## src/hw/rtl/tdpt_pkg.sv

```systemverilog
// Shared types and constants for the trial-division prime test.
`default_nettype none

package tdpt_pkg;

    localparam int CANDIDATE_WIDTH = 32;
    localparam int WHEEL_START     = 5;
    localparam int WHEEL_STEP      = 6;
    localparam int PAIR_OFFSET     = 2;
    localparam int SMALL_DIVISOR   = 3;
    localparam int LARGEST_TRIVIAL = 3;

    typedef enum logic [2:0] {
        ST_IDLE,
        ST_SCREEN,
        ST_DIV3,
        ST_DIVLO,
        ST_DIVHI,
        ST_RESULT
    } tdpt_state_t;

    typedef struct packed {
        logic busy;
        logic done;
    } tdpt_div_stat_t;

endpackage

`default_nettype wire

```

## src/hw/rtl/tdpt_serial_div.sv

```systemverilog
// Bit-serial restoring divider: one dividend bit per cycle, quotient and remainder.
`default_nettype none

module tdpt_serial_div #(
    parameter int VALUE_WIDTH = 32
) (
    input  wire logic                       aclk,
    input  wire logic                       aresetn,
    input  wire logic                       start,
    input  wire logic [VALUE_WIDTH-1:0]     dividend,
    input  wire logic [VALUE_WIDTH-1:0]     divisor,
    output tdpt_pkg::tdpt_div_stat_t        stat,
    output logic      [VALUE_WIDTH-1:0]     quotient,
    output logic      [VALUE_WIDTH-1:0]     remainder
);

    localparam int CNT_W = $clog2(VALUE_WIDTH + 1);

    logic                   busy_reg;
    logic                   done_reg;
    logic [CNT_W-1:0]       cnt_reg;
    logic [VALUE_WIDTH-1:0] shift_reg;
    logic [VALUE_WIDTH-1:0] rem_reg;
    logic [VALUE_WIDTH-1:0] quot_reg;
    logic [VALUE_WIDTH-1:0] dsr_reg;

    logic [VALUE_WIDTH:0]   trial;
    logic [VALUE_WIDTH:0]   diff;
    logic                   fits;
    logic [VALUE_WIDTH-1:0] rem_step;

    always_comb begin
        trial    = {rem_reg, shift_reg[VALUE_WIDTH-1]};
        fits     = (trial >= {1'b0, dsr_reg});
        diff     = trial - {1'b0, dsr_reg};
        rem_step = fits ? diff[VALUE_WIDTH-1:0] : trial[VALUE_WIDTH-1:0];
    end

    always_ff @(posedge aclk) begin
        if (!aresetn) begin
            busy_reg <= 1'b0;
            done_reg <= 1'b0;
            cnt_reg  <= '0;
        end else begin
            done_reg <= 1'b0;
            if (start) begin
                busy_reg <= 1'b1;
                cnt_reg  <= CNT_W'(VALUE_WIDTH);
            end else if (busy_reg) begin
                cnt_reg <= cnt_reg - CNT_W'(1);
                if (cnt_reg == CNT_W'(1)) begin
                    busy_reg <= 1'b0;
                    done_reg <= 1'b1;
                end
            end
        end
    end

    always_ff @(posedge aclk) begin
        if (start) begin
            shift_reg <= dividend;
            rem_reg   <= '0;
            quot_reg  <= '0;
            dsr_reg   <= divisor;
        end else if (busy_reg) begin
            shift_reg <= {shift_reg[VALUE_WIDTH-2:0], 1'b0};
            rem_reg   <= rem_step;
            quot_reg  <= {quot_reg[VALUE_WIDTH-2:0], fits};
        end
    end

    assign stat.busy = busy_reg;
    assign stat.done = done_reg;
    assign quotient  = quot_reg;
    assign remainder = rem_reg;

endmodule

`default_nettype wire

```

## config.mk

```make
export PLATFORM = sky130hd
export DESIGN_NAME = tdpt_serial_div
export DESIGN_NICKNAME = d
export VERILOG_FILES = /design/src/hw/rtl/tdpt_pkg.sv /design/src/hw/rtl/tdpt_serial_div.sv
export SDC_FILE = /design/constraint.sdc
export NUM_CORES = 1
export LEC_CHECK = 0
export ABC_CLOCK_PERIOD_IN_PS = 7050
export BUFFER_PORTS_ARGS = -buffer_cell sky130_fd_sc_hd__buf_2
export CAP_MARGIN = 20
export CORE_UTILIZATION = 60
export DETAILED_ROUTE_END_ITERATION = 10
export PLACE_DENSITY = 0.85
export SYNTH_ARGS = -nofsm -noshare
export SYNTH_HDL_FRONTEND = slang
export SYNTH_SLANG_ARGS = --single-unit
```

## constraint.sdc

```tcl
create_clock -name aclk -period 7.05 [get_ports aclk]
set_clock_uncertainty 0.2 [all_clocks]
set_input_delay 0.705 -clock aclk [delete_from_list [all_inputs] [get_ports aclk]]
set_output_delay 0.705 -clock aclk [all_outputs]
set_load 0.03 [all_outputs]
```

==> metrics.txt <==
status=finished clean; CP max stage delay=610 ps; Site Rows=39; Top Family by Delay on Critical Path=compound AO/OA/AOI/OAI gates; clk_lat worst skew=430 ps; Layout Cells excl Fill=978; pwr/cell area=269 nW/um^2; Avg Cell Area, Syn=10.0 sq um; Synth top area share=27.3%; clk slew on worst S/H paths=70 ps; root buf cell=clkbuf_16; hold_buf cts=0; drt pass-1 iters=5; max-slew violations=0; Hold Crit Class=input port to flop; TritonCTS clock tree=built; synth top area cells=edfxtp_1 (27%), dfxtp_1 (20%), ha_1 (6.0%); Slew @ Worst Pin=772 ps; GRT Total Usage=27.6%; chip height=110 um; die area=between 10000 and 15000 sq um; pre-CTS setup slack=3480 ps; Clock Path Buffers=2; Layout area overhead=18.4%; post-layout minimum cycle time=3610 ps; critical-path maximum fanout=26; Horiz. Die Dim=110 um; clk sinks=between 100 and 150; Max-Cap Viols=0; DRC Markers=0; GRT overflow=0; initial antenna violation count=0; Inserted Clock Buffers=17; io pins=approximately 130; Initial Util=61.6%; Mapped Area=7040 sq um; top-count cell post-synth=nor2_1; Netlist cell types=63; final setup fails=0; Final period util=~51%; post-synthesis cell count=703; Hold WS=246 ps; Max stage delay cell, worst path=a41o_1; Post-Place Cells=between 900 and 1000; final hold vios=0; leak pwr=approximately 3.7 nW; setup ws final=3440 ps; CP startpoint kind=flop; FFs w/ async S/R, synth=0%; WP data arrival=between 3000 and 4000 ps; post_cts resized=0; VDD IR-drop max=0.227 mV; f_max=roughly 0.28 GHz; critical path class=flop to flop; vias in the first global route=5399; commonest cells in the netlist=nor2_1 (107), dfxtp_1 (72), edfxtp_1 (64), a21oi_1 (56), nand2_1 (44); sequence of cells on the critical path=inv_1 -> ha_1 -> a21oi_1 -> o21ai_1 -> a21oi_1 -> o2bb2ai_1 -> o21ai_1 -> a41o_1 -> buf_4 -> inv_6 -> mux2i_1 -> a211oi_1; I/O Buffers=132; yosys warns=0; top_reg_cell synth=dfxtp_1; gpl congestion=0.914; RSZ-0062 raised after global routing=no; Tot Pwr=0.00224 W; sum of negative setup slack=0 ps; Net Count, Synth=805; drt via density=~5.8; drt wl/cell=16.3 um; share of cells above drive strength 1=25.3%; sequential area share after synthesis=between 40% and 50%; Routed Wire Length=16.0 mm; CP Capture Type=flop; Yosys top cell by area=edfxtp_1; number of flops mapped to enable cells by yosys=64; Worst Path Buf+Inv=3; CP Data Required Time=7180 ps; largest net degree at the start of global routing=96; worst rel slew slack=48.5%; htree depth=4; Ant. Diodes=0; DRT iter0 DRCs=around 400; placed wire-length estimate=10.9 mm; global-route wire length before repair=25.2 mm; Post-CTS Setup Bufs=0; NumNets Final=924; via count=5669; antenna viol nets, final=0; Seq cells post-synth=around 140; Core ar.=11400 sq um
final timing paths:
path              start       endpoint  slack, ps  depth (start not counted)
max          dsr_reg[2]  remainder[23]       3440                         12
min          divisor[7]     dsr_reg[7]        250                          1
max reg2reg  dsr_reg[2]  remainder[23]       3440                         12
min reg2reg  cnt_reg[1]     cnt_reg[1]        300                          2
worst register-to-register path: cells and delay by family (launching register included):
family          cells  cell delay [ps]
compound gates      7             1860
fa+ha+maj           1              260
mux                 1              160
flops               1              370
buf+inv             3              650
area by class of cell:
| class | instances | area [sq um] |
|---|---|---|
| sequential | 136 | 3370 |
| timing repair buffer | 136 | 713 |
| tap | 143 | 179 |
| inverter | 43 | 166 |
| fill | 863 | 3090 |
| clock buffer | 17 | 425 |
| clock inverter | 15 | 143 |
| multi-input combinational | 488 | 3340 |
power by group:
group | total (W) | internal [W] | switching [W]
Sequential | 0.000925 | 0.000888 | 0.0000367
Clock | 0.000856 | 0.000491 | 0.000364
Combinational | 0.000457 | 0.000181 | 0.000276
Total | 0.00224 | 0.00156 | 0.000677
placed cells by master, fill, tap and decap left out, drive strengths merged, types with 4 or more instances in the layout:
cell	netlist	routed
buf	17	136
nor2	107	107
dfxtp	72	72
edfxtp	64	64
a21oi	56	56
inv	43	49
nand2	44	44
mux2i	39	39
ha	34	34
mux2	31	31
a211oi	27	27
xnor2	22	22
o21ai	19	19
clkbuf	19	17
nor3	13	13
a21o	11	11
nand3	10	10
xor2	9	9
a311oi	6	6
nor2b	5	5
o21a	5	5
clkinvlp	0	4
a211o	4	4
clkinv	0	4
metal layers:
| metal | part of all wire [%] | track usage [%] |
|---|---|---|
| met1 | 41 | 31.8 |
| met2 | 48 | 44.9 |
| met4 | 3.2 | 14.5 |
| met3 | 7.0 | 9.94 |
| met5 | 0 | 0 |
cell families (layout without fill, tap and decap cells):
| logic type | after synthesis | count (layout) | share of synthesized area (%) |
|---|---|---|---|
| AO/OA/AOI/OAI | 156 | 156 | 14.8 |
| multiplexers | 70 | 70 | 10.5 |
| flip-flops | 136 | 136 | 47.8 |
| AND/OR/NAND/NOR | 196 | 196 | 12.0 |
| buffers and inverters | 79 | 211 | 4.80 |
| XOR/XNOR | 31 | 31 | 3.86 |
| adder cells (fa/ha/maj) | 35 | 35 | 6.33 |
through the flow:
stage / utilization, % / instance area, sq um
2_1_floorplan: - / 7040
3_3_place_gp: 67.8 / 7740
3_5_place_dp: 67.8 / 7740
4_1_cts: 72.7 / 8300
5_1_grt: 73.0 / 8330
6_report: 73.0 / 8330
No activity file was read; power rests on OpenSTA's default activity.
